<file path="src/design/mtd_pkg.sv">
// shared types, constants and helper functions of the morse token decoder
package mtd_pkg;

	// tree geometry
	localparam int TREE_LEVELS  = 7;
	localparam int TABLE_DEPTH  = 255;
	localparam int ADDR_W       = 8;
	localparam int MAX_CODE_LEN_DEF = 7;
	localparam int QUEUE_DEPTH_DEF  = 4;

	// item function codes
	localparam logic FUNC_LOAD   = 1'b0;
	localparam logic FUNC_DECODE = 1'b1;

	// result kinds
	localparam logic [1:0] KIND_CHAR   = 2'd0;
	localparam logic [1:0] KIND_LOADED = 2'd1;
	localparam logic [1:0] KIND_DUP    = 2'd2;

	// character codes
	localparam logic [7:0] CH_DOT   = 8'h2E;
	localparam logic [7:0] CH_DASH  = 8'h2D;
	localparam logic [7:0] CH_SLASH = 8'h2F;
	localparam logic [7:0] CH_HASH  = 8'h23;
	localparam logic [7:0] CH_LF    = 8'h0A;
	localparam logic [7:0] CH_SPACE = 8'h20;
	localparam logic [7:0] CH_TAB   = 8'h09;
	localparam logic [7:0] CH_VT    = 8'h0B;
	localparam logic [7:0] CH_FF    = 8'h0C;
	localparam logic [7:0] CH_CR    = 8'h0D;
	localparam logic [7:0] CH_NUL   = 8'h00;

	// input item
	typedef struct packed {
		logic       func;
		logic [7:0] ch;
		logic [6:0] code_bits;
		logic [2:0] code_len;
		logic       final_req;
	} in_item_t;

	// result item
	typedef struct packed {
		logic [1:0] kind;
		logic [7:0] out_char;
		logic       last;
	} out_item_t;

	// classified operation passed from front to back
	typedef struct packed {
		logic              is_load;
		logic [ADDR_W-1:0] addr;
		logic [7:0]        letter;  // load letter, or fixed char when no lookup
		logic              lookup;
		logic              nl;      // newline follows the token char
	} op_t;

	// whitespace test
	function automatic logic is_blank(input logic [7:0] c);
		return (c == CH_SPACE) || (c == CH_TAB) || (c == CH_LF) ||
			(c == CH_VT) || (c == CH_FF) || (c == CH_CR);
	endfunction

	// heap index of a load pattern
	function automatic logic [ADDR_W-1:0] load_index(input logic [6:0] bits,
		input logic [2:0] len);
		logic [ADDR_W-1:0] idx;
		idx = '0;
		for (int i = 0; i < TREE_LEVELS; i++) begin
			if (3'(i) < len) begin
				idx = {idx[ADDR_W-2:0], 1'b0} + (bits[i] ? 8'd2 : 8'd1);
			end
		end
		return idx;
	endfunction

endpackage

</file>
<file path="src/design/mtd_ram.sv">
// generic single-write, single-read ram with registered read data
module mtd_ram #(
	parameter int WIDTH = 8,
	parameter int DEPTH = 255
) (
	input  logic                     clk,
	input  logic                     re,
	input  logic [$clog2(DEPTH)-1:0] raddr,
	output logic [WIDTH-1:0]         rdata,
	input  logic                     we,
	input  logic [$clog2(DEPTH)-1:0] waddr,
	input  logic [WIDTH-1:0]         wdata
);

	logic [WIDTH-1:0] mem_q [DEPTH];
	logic [WIDTH-1:0] rdata_q;

	// write port
	always_ff @(posedge clk) begin
		if (we) begin
			mem_q[waddr] <= wdata;
		end
	end

	// registered read port
	always_ff @(posedge clk) begin
		if (re) begin
			rdata_q <= mem_q[raddr];
		end
	end

	assign rdata = rdata_q;

endmodule

</file>
<file path="src/design/mtd_front.sv">
// front end: accepts items, tracks the open token and classifies into operations
module mtd_front #(
	parameter int MAX_CODE_LEN = mtd_pkg::MAX_CODE_LEN_DEF
) (
	input  logic              clk,
	input  logic              arst_n,
	input  logic              accept,
	input  mtd_pkg::in_item_t item,
	output logic              op_push,
	output mtd_pkg::op_t      op
);
	import mtd_pkg::*;

	localparam int TLW = $clog2(MAX_CODE_LEN + 2);

	typedef struct packed {
		logic              in_tok;
		logic              slash;
		logic              stopped;
		logic              ovf;
		logic [ADDR_W-1:0] idx;
		logic [2:0]        depth;
		logic [TLW-1:0]    len;
	} tok_t;

	tok_t tok_q;
	tok_t take;
	tok_t sel;
	tok_t nxt;
	logic blank;
	logic emit;

	// token walk for one byte and operation build
	always_comb begin
		blank = is_blank(item.ch);
		take = tok_q;
		take.in_tok = 1'b1;
		if (!tok_q.in_tok) begin
			take.slash = (item.ch == CH_SLASH);
		end
		if (tok_q.len <= TLW'(MAX_CODE_LEN)) begin
			take.len = tok_q.len + 1'b1;
		end
		if (take.len > TLW'(MAX_CODE_LEN)) begin
			take.ovf = 1'b1;
		end
		if (!tok_q.stopped) begin
			if (item.ch != CH_DOT && item.ch != CH_DASH) begin
				take.stopped = 1'b1;
			end else if (tok_q.depth >= 3'(TREE_LEVELS)) begin
				take.ovf     = 1'b1;
				take.stopped = 1'b1;
			end else begin
				take.idx   = {tok_q.idx[ADDR_W-2:0], 1'b0} +
					((item.ch == CH_DASH) ? 8'd2 : 8'd1);
				take.depth = tok_q.depth + 3'd1;
			end
		end

		sel  = blank ? tok_q : take;
		emit = blank ? tok_q.in_tok : item.final_req;
		nxt  = emit ? '0 : sel;

		if (item.func == FUNC_LOAD) begin
			op_push    = 1'b1;
			op.is_load = 1'b1;
			op.addr    = load_index(item.code_bits, item.code_len);
			op.letter  = item.ch;
			op.lookup  = 1'b1;
			op.nl      = 1'b0;
		end else begin
			op_push    = emit;
			op.is_load = 1'b0;
			op.addr    = sel.idx;
			op.letter  = sel.slash ? CH_SPACE : CH_HASH;
			op.lookup  = !sel.slash && !sel.ovf;
			op.nl      = blank && (item.ch == CH_LF);
		end
	end

	// token state register
	always_ff @(posedge clk or negedge arst_n) begin
		if (!arst_n) begin
			tok_q <= '0;
		end else if (accept && item.func == FUNC_DECODE) begin
			tok_q <= nxt;
		end
	end

endmodule

</file>
<file path="src/design/mtd_queue.sv">
// small queue of classified operations between front and back
module mtd_queue #(
	parameter int DEPTH = mtd_pkg::QUEUE_DEPTH_DEF
) (
	input  logic         clk,
	input  logic         arst_n,
	input  logic         push,
	input  mtd_pkg::op_t din,
	output logic         full,
	output logic         valid,
	input  logic         take,
	output mtd_pkg::op_t dout
);
	import mtd_pkg::*;

	localparam int PW = (DEPTH > 1) ? $clog2(DEPTH) : 1;
	localparam int CW = $clog2(DEPTH + 1);

	op_t           slot_q [DEPTH];
	logic [PW-1:0] wr_ptr_q;
	logic [PW-1:0] rd_ptr_q;
	logic [CW-1:0] count_q;
	logic          do_push;
	logic          do_pop;

	assign full    = (count_q == CW'(DEPTH));
	assign valid   = (count_q != '0);
	assign do_push = push && !full;
	assign do_pop  = take && valid;
	assign dout    = slot_q[rd_ptr_q];

	// storage
	always_ff @(posedge clk) begin
		if (do_push) begin
			slot_q[wr_ptr_q] <= din;
		end
	end

	// pointers and fill count
	always_ff @(posedge clk or negedge arst_n) begin
		if (!arst_n) begin
			wr_ptr_q <= '0;
			rd_ptr_q <= '0;
			count_q  <= '0;
		end else begin
			if (do_push) begin
				wr_ptr_q <= (wr_ptr_q == PW'(DEPTH - 1)) ? '0 : wr_ptr_q + 1'b1;
			end
			if (do_pop) begin
				rd_ptr_q <= (rd_ptr_q == PW'(DEPTH - 1)) ? '0 : rd_ptr_q + 1'b1;
			end
			if (do_push && !do_pop) begin
				count_q <= count_q + 1'b1;
			end else if (do_pop && !do_push) begin
				count_q <= count_q - 1'b1;
			end
		end
	end

endmodule

</file>
<file path="src/design/mtd_back.sv">
// back end: table lookup and update, result generation
module mtd_back (
	input  logic               clk,
	input  logic               arst_n,
	input  logic               op_valid,
	input  mtd_pkg::op_t       op,
	output logic               op_take,
	output logic               empty,
	input  logic               pop,
	output mtd_pkg::out_item_t result
);
	import mtd_pkg::*;

	typedef struct packed {
		logic [ADDR_W-1:0] addr;
		logic [7:0]        data;
	} byp_t;

	logic [TABLE_DEPTH-1:0] used_q;
	logic                   load_failed_q;
	logic                   valid_s2;
	logic                   phase_q;
	op_t                    op_s2;
	logic                   used_s2;
	byp_t                   byp_s2;
	logic                   byp_valid_s2;
	logic [7:0]             rdata;
	logic                   hit;
	logic                   eff_used;
	logic [7:0]             eff_data;
	logic                   letter_nz;
	logic                   drop;
	logic                   has_out;
	logic                   pop_fire;
	logic                   done;
	logic                   wr_en;

	// code table
	mtd_ram #(
		.WIDTH(8),
		.DEPTH(TABLE_DEPTH)
	) u_table (
		.clk   (clk),
		.re    (op_take),
		.raddr (op.addr),
		.rdata (rdata),
		.we    (wr_en),
		.waddr (op_s2.addr),
		.wdata (op_s2.letter)
	);

	// lookup with forwarding of the write made as this item was read
	always_comb begin
		hit       = byp_valid_s2 && (byp_s2.addr == op_s2.addr);
		eff_used  = hit || used_s2;
		eff_data  = hit ? byp_s2.data : rdata;
		letter_nz = eff_used && (eff_data != CH_NUL);
	end

	// result selection
	always_comb begin
		drop     = valid_s2 && !op_s2.is_load && load_failed_q;
		has_out  = valid_s2 && !drop;
		empty    = !has_out;
		result   = '0;
		if (op_s2.is_load) begin
			result.kind     = letter_nz ? KIND_DUP : KIND_LOADED;
			result.out_char = CH_NUL;
			result.last     = 1'b1;
		end else if (phase_q) begin
			result.kind     = KIND_CHAR;
			result.out_char = CH_LF;
			result.last     = 1'b1;
		end else begin
			result.kind     = KIND_CHAR;
			result.out_char = !op_s2.lookup ? op_s2.letter :
				(letter_nz ? eff_data : CH_HASH);
			result.last     = !op_s2.nl;
		end
		pop_fire = pop && has_out;
		done     = drop || (pop_fire && result.last);
		op_take  = op_valid && (!valid_s2 || done);
		wr_en    = valid_s2 && op_s2.is_load && pop_fire && !letter_nz;
	end

	// stage payload and forwarding capture
	always_ff @(posedge clk) begin
		if (op_take) begin
			op_s2        <= op;
			used_s2      <= used_q[op.addr];
			byp_s2.addr  <= op_s2.addr;
			byp_s2.data  <= op_s2.letter;
		end
	end

	// stage control, entry valid bits and sticky refusal
	always_ff @(posedge clk or negedge arst_n) begin
		if (!arst_n) begin
			valid_s2      <= 1'b0;
			phase_q       <= 1'b0;
			byp_valid_s2  <= 1'b0;
			used_q        <= '0;
			load_failed_q <= 1'b0;
		end else begin
			if (op_take) begin
				valid_s2     <= 1'b1;
				byp_valid_s2 <= wr_en;
			end else if (done) begin
				valid_s2 <= 1'b0;
			end
			if (done) begin
				phase_q <= 1'b0;
			end else if (pop_fire) begin
				phase_q <= 1'b1;
			end
			if (wr_en) begin
				used_q[op_s2.addr] <= 1'b1;
			end
			if (valid_s2 && op_s2.is_load && pop_fire && letter_nz) begin
				load_failed_q <= 1'b1;
			end
		end
	end

endmodule

</file>
<file path="src/design/morse_token_decoder_unit.sv">
// top level of the morse token decoder
//
// Input queue side: an item (load a table entry, or decode one byte) is taken
// at a clock edge with push high and full low. Result queue side: the oldest
// result is on the result port while empty is low and is taken at an edge
// with pop high and empty low.
// An accepted item is written into the operation queue and then into the lookup stage, from which its result is popped.
// Throughput: one item per cycle while full is low; an item that gives two results (token
// char and newline) holds the lookup stage for two pops, and a decode item
// that closes no token gives no result and never reaches the back end.
// The rate is set by the single table read port: each operation does one
// table read, and a load writes the same entry when its result is popped.
// When pop stays low, the lookup stage holds, the operation queue fills and
// full rises; nothing is lost.
// Reset clears the token state, the queue, the sticky refusal flag and the
// per-entry valid bits of the code table at once; no clearing pass is needed.
module morse_token_decoder_unit #(
	parameter int MAX_CODE_LEN = mtd_pkg::MAX_CODE_LEN_DEF,
	parameter int QUEUE_DEPTH  = mtd_pkg::QUEUE_DEPTH_DEF
) (
	input  logic               clk,
	input  logic               arst_n,
	input  logic               push,
	output logic               full,
	input  mtd_pkg::in_item_t  item,
	output logic               empty,
	input  logic               pop,
	output mtd_pkg::out_item_t result
);
	import mtd_pkg::*;

	logic accept;
	logic op_push;
	op_t  op_in;
	logic op_valid;
	logic op_take;
	op_t  op_head;

	assign accept = push && !full;

	// classification
	mtd_front #(
		.MAX_CODE_LEN(MAX_CODE_LEN)
	) u_front (
		.clk     (clk),
		.arst_n  (arst_n),
		.accept  (accept),
		.item    (item),
		.op_push (op_push),
		.op      (op_in)
	);

	// decoupling queue
	mtd_queue #(
		.DEPTH(QUEUE_DEPTH)
	) u_queue (
		.clk    (clk),
		.arst_n (arst_n),
		.push   (accept && op_push),
		.din    (op_in),
		.full   (full),
		.valid  (op_valid),
		.take   (op_take),
		.dout   (op_head)
	);

	// table access and results
	mtd_back u_back (
		.clk      (clk),
		.arst_n   (arst_n),
		.op_valid (op_valid),
		.op       (op_head),
		.op_take  (op_take),
		.empty    (empty),
		.pop      (pop),
		.result   (result)
	);

endmodule

</file>
<file path="config.mk">
export PLATFORM = sky130hd
export DESIGN_NAME = morse_token_decoder_unit
export DESIGN_NICKNAME = d
export VERILOG_FILES = /design/src/design/mtd_pkg.sv /design/src/design/mtd_ram.sv /design/src/design/mtd_front.sv /design/src/design/mtd_queue.sv /design/src/design/mtd_back.sv /design/src/design/morse_token_decoder_unit.sv
export SDC_FILE = /design/constraint.sdc
export NUM_CORES = 2
export LEC_CHECK = 0
export BUFFER_PORTS_ARGS = -buffer_cell sky130_fd_sc_hd__buf_2
export CAP_MARGIN = 25
export CORE_MARGIN = 8
export CORE_UTILIZATION = 54
export CTS_BUF_LIST = sky130_fd_sc_hd__clkbuf_16
export CTS_CLUSTER_SIZE = 40
export DETAILED_ROUTE_END_ITERATION = 10
export PLACE_DENSITY = 0.77
export SETUP_SLACK_MARGIN = 0.05
export SLEW_MARGIN = 30
export SYNTH_ARGS = -nofsm -noshare
export SYNTH_HDL_FRONTEND = slang
export SYNTH_HIERARCHICAL = 1
export SYNTH_SLANG_ARGS = --single-unit
</file>
<file path="constraint.sdc">
create_clock -name clk -period 5.1 [get_ports clk]
set_clock_uncertainty 0.2 [all_clocks]
set_input_delay 0.765 -clock clk [delete_from_list [all_inputs] [get_ports clk]]
set_output_delay 0.765 -clock clk [all_outputs]
set_load 0.01 [all_outputs]
</file>
### After elaboration in Yosys (flattened, before gate mapping)

Memory sizes are Yosys's and may differ from the RTL's. A register that Yosys moved wholly into a read port is not among the register bits.
Index checks and enable logic that the tools add are counted.

| cells by class | value |
|---|---|
| equal/unequal tests | 18 |
| reductions and logical operators | 49 |
| bitwise operators | 1 |
| add/subtract/negate cells | 13 |
| multiplexer cells | 57 |
| magnitude comparators | 13 |

Operators with widths:

| kind | number |
|---|---|
| bitwise OR 255 bit | 1 |
| 2-to-1 mux 8 bit | 16 |
| 2-to-1 mux 19 bit | 3 |
| adder 8 bit | 7 |
| == test 8 x 4 -> 1 bit (second input constant) | 5 |
| 2-to-1 mux 2 bit | 13 |
| == test 8 x 6 -> 1 bit (second input constant) | 3 |
| logical AND 1 bit | 23 |
| 2-to-1 mux 11 bit | 2 |
| < comparator 8 x 9 -> 1 bit (second input constant) | 2 |
| != test 8 x 6 -> 1 bit (second input constant) | 2 |
| 2-to-1 mux 1 bit | 15 |
| 2-to-1 mux 13 bit | 1 |
| 2-to-1 mux 12 bit | 1 |
| zero test 1 bit | 11 |
| < comparator 3 bit (first input constant) | 3 |
| 2-to-1 mux 9 bit | 1 |
| binary-select mux 1 bit (select 8 bit) | 1 |
| demux 1 bit (select 8 bit) | 1 |
| == test 8 bit | 1 |
| >= comparator 8 x 1 -> 1 bit (second input constant) | 1 |
| logical OR 1 bit | 8 |
| nonzero test 8 bit | 1 |
| adder 3 x 1 -> 3 bit (second input constant) | 2 |
| other kinds (18) | 27 |

| storage, ports and cells | value |
|---|---|
| memories kept | 2 |
| RAM bits | 2116 |
| output and inout port bits | 13 |
| flip-flop bits (word level) | 321 |

Memories:

| memory | depth | width | rd ports | clocked after Yosys merged registers in | wr ports | line | RTL |
|---|---|---|---|---|---|---|---|
| u_back.u_table.mem_q | 255 | 8 | 1 | 1 | 1 | mtd_ram.sv:15 | `logic [WIDTH-1:0] mem_q [DEPTH];` |
| u_queue.slot_q | 4 | 19 | 1 | 0 | 1 | mtd_queue.sv:19 | `op_t slot_q [DEPTH];` |

### Logic depth before layout (Yosys ltp)

| logic depth | value |
|---|---|
| depth in word-level cells | 21 |
| depth in mapped cells | 19 |
| mapped depth without buffers | 16 |

### By module

The synthesis kept the hierarchy.

By module, submodules not included:

| module | times used | area an instance (um^2) | cells an instance |
|---|---|---|---|
| mtd_ram | 1 | 80566.0 | 3910 |
| mtd_back | 1 | 12899.9 | 941 |
| mtd_queue | 1 | 3193.1 | 136 |
| mtd_front | 1 | 2537.4 | 319 |
| morse_token_decoder_unit | 1 | 15.0 | 2 |

### Worst setup path before layout

No wires, ideal clock.

| timing path | value |
|---|---|
| path kind | reg2out |
| from | register u_back/op_s2[5] (netlist name) |
| to | output port result[4] (netlist name) |
| path buffers | 0 |
| cell stages (with the launch flop) | 4 |
| arrival time | 3862 ps |
| slack | 273 ps |
| path through | edfxtp_1 > nor2b_1 > a31oi_1 > a21oi_1 |

RTL lines:

| element | line | RTL |
|---|---|---|
| start: declaration | mtd_back.sv:23 | `op_t op_s2;` |
| start signal: assignment | mtd_back.sv:89 | `op_s2 <= op;` |
| end: declaration | morse_token_decoder_unit.sv:28 | `output mtd_pkg::out_item_t result` |

==> metrics <==
status completed; Levels on crit path 9; ys async rst share 0.117; flop2flop setup slack 0.45 ns; Fmax about 210 MHz; Die Ht between 400 and 500 um; post-route antenna net violation count 0; min-delay src pop; syn_nets 5356; Cell Pwr Density 610 nW/um^2; CORE AREA 183000 sq um; Via Count about 54000; most used cell, CP buf_4; Root Driver clkbuf_16; H-Tree Level Count 4; Pins Over Slew Limit 0; CTS Buf Count 228; number of global-route vias before repair 53900; Relative slew margins 0.300; Worst EP required 5.51 ns; Startpoint Class flop; sequential area share after synthesis 0.726; IO buf count 36; final worst-path cycle share 0.912; design area about 110000 sq um; crit path buf inv count 5; starting density of the core 0.542; Critical path origin u_queue/rd_ptr_q[1]$_DFFE_PN0P_; area grow syn2layout 10.5%; Post-synth EDFFs 2160; Clock Latency Late Sink around 0.89 ns; Critical Path Max Stage Delay 0.75 ns; Setup WS post-layout 0.449 ns; top cells by count, synth 2160 x edfxtp_1, 452 x mux4_2, 353 x nor2_1; Post-route DRC 0; Worst path top cell family by delay buffers and inverters; Ports 37; max_cap viols 0; Most used DFF post-synth edfxtp_1; CTS resizes 0; ranking of synthesized cells by area edfxtp_1 65%, mux4_2 10%, dfrtp_1 7.2%; GRT Util Overall 0.247; Yosys top cell area share 0.654; fraction of layout cells with a size suffix above 1 0.199; CTS tree built; final setup fails 0; count leader, synth edfxtp_1; Final TNS setup 0 ns; WL final between 200000 and 250000 um; Final nets 5528; largest net degree at the start of global routing slightly below 200; Synth Warn # 6; Synth Cell Area 99200 sq um; Worst Path Max Fanout 27; data arrival time of the worst path just over 5 ns; CP cell instances buf_4 -> mux4_4 -> buf_4 -> inv_4 -> buf_4 -> mux4_2 -> a211oi_1 -> buf_4 -> o31ai_1; initial DRC count between 8000 and 9000; worst slew pin tran around 1.0 ns; clock buffer depth 3; VDD IR-drop max 625 uV; worst r2r src u_queue/rd_ptr_q[1]$_DFFE_PN0P_; crit path to u_back/u_table/rdata[3]$_DFFE_PP_; post-DP HPWL 155000 um; drt first pass iters 6; CTS sink count 2445; Die W 445 um; Setup CP Type reg2reg; Worst-path clk slew 0.06 ns; die area just under 200000 sq um; DR WL/cell 30.7 um; R2R cell count 9; via density per instance 6.66; RR Endpoint u_back/u_table/rdata[3]$_DFFE_PP_; first-pass GRT wire length 365000 um; pre-CTS WS 0.190 ns; Rows roughly 160; initial antenna violation count 7; RSZ-0062 raised after global routing no; fin crit period approximately 4.7 ns; grt total ovfl 0; slowest CP cell mux4_4; fill count roughly 12000; Leakage 37.6 nW; Post-DP Area approximately 100000 sq um; Hold Vio Cnt, Final 0; total power around 67 mW; Hold WS 0.0780 ns; Setup crit end kind flop; RePlAce Congestion 0.911; syn_area_per_cell 18.7 sq um; post-synth top area cell edfxtp_1; Hold Path Class in2reg; number of synthesized register bits 2445; Cells after Synth 5308; Synth cell types between 100 and 150
-- per-stage QoR --
| step | instances | utilization |
|---|---|---|
| finish | 8140 | 0.599 |
| global route | 8139 | 0.599 |
| CTS | 8138 | 0.599 |
| detailed placement | 7712 | 0.559 |
| global placement | 7710 | 0.559 |
| floorplan | 5308 | - |
-- worst register-to-register path, delay by kind of cell (launching register included) --
family	cells	cell delay, ns
compound gates	2	0.59
buf+inv	5	1.90
mux	2	1.39
flops	1	0.35
-- timing repair --
action                                 CTS  global route
endpoints found under the hold margin  115             0
buffers inserted                         0             0
hold buffers                             1             0
-- placed cells by master (no fill, tap or decap), types with 26 or more instances in the layout --
cell type / netlist / final
o21bai_1: 146 / 146
dfrtp_1: 285 / 285
mux2_2: 26 / 26
nor3_1: 45 / 44
a21o_1: 112 / 112
o22ai_1: 64 / 64
clkinv_2: 0 / 39
mux2i_1: 246 / 246
a31oi_1: 26 / 26
buf_4: 27 / 197
edfxtp_1: 2160 / 2160
nand2_1: 232 / 231
clkinv_1: 3 / 57
nor2b_1: 39 / 39
clkbuf_16: 0 / 230
nand3_1: 79 / 78
inv_1: 26 / 84
a21oi_1: 90 / 90
o221ai_1: 74 / 74
o21ai_0: 66 / 66
buf_2: 67 / 35
mux4_2: 452 / 447
nor2_1: 353 / 345
a22oi_1: 28 / 28
mux4_1: 60 / 60
-- flip-flops by register name, indices dropped and copies added (netlist names) --
register / cells
u_back/u_table/mem_q: 2040
u_back/used_q: 255
u_queue/slot_q: 76
u_back/op_s2: 19
u_front/tok_q: 19
u_back/byp_s2: 16
u_back/u_table/rdata: 8
u_queue/count_q: 3
u_queue/rd_ptr_q: 2
u_queue/wr_ptr_q: 2
u_back/byp_valid_s2: 1
u_back/load_failed_q: 1
u_back/phase_q: 1
u_back/used_s2: 1
u_back/valid_s2: 1
-- layout make-up --
cell class,count,area (sq um),area share
clock inverter,195,1450,0.0132
multi-input combinational,2511,24900,0.227
sequential,2445,72000,0.657
timing repair buffer,265,2300,0.0209
antenna,1,2.50,0.0000228
clock buffer,230,5760,0.0525
inverter,29,114,0.00104
tap,2464,3080,0.0281
-- power by group --
group          internal [mW]  switching, mW
Clock                   9.03           7.34
Sequential              25.4          0.591
Combinational           8.65           15.9
Total                   43.1           23.8
-- logic make-up after synthesis --
family	after synthesis	synth area share
flops	2445	0.726
simple gates	922	0.0431
mux	788	0.147
compound gates	746	0.0540
buf+inv	352	0.0242
xor+xnor	31	0.00288
fa+ha+maj	24	0.00310
-- worst min path at each step --
stage / cells after the start / slack (ns) / endpoint
global placement: 1 / 0.23 / u_back/used_q[230]$_DFFE_PN0P_
detailed placement: 1 / 0.24 / u_back/used_q[252]$_DFFE_PN0P_
CTS: 2 / 0.03 / u_queue/slot_q[3][7]$_DFFE_PP_
finish: 3 / 0.08 / u_back/valid_s2$_DFFE_PN0P_
global route: 2 / 0.05 / u_queue/slot_q[3][7]$_DFFE_PP_
floorplan: 1 / 0.22 / u_back/used_q[102]$_DFFE_PN0P_
-- per-layer routing --
metal	global-route usage	wire length, um
met4	0.103	11900
met1	0.338	91500
met5	0	21
met3	0.0616	29700
met2	0.384	117000
Note: power is estimated with default switching activity, not from simulation.
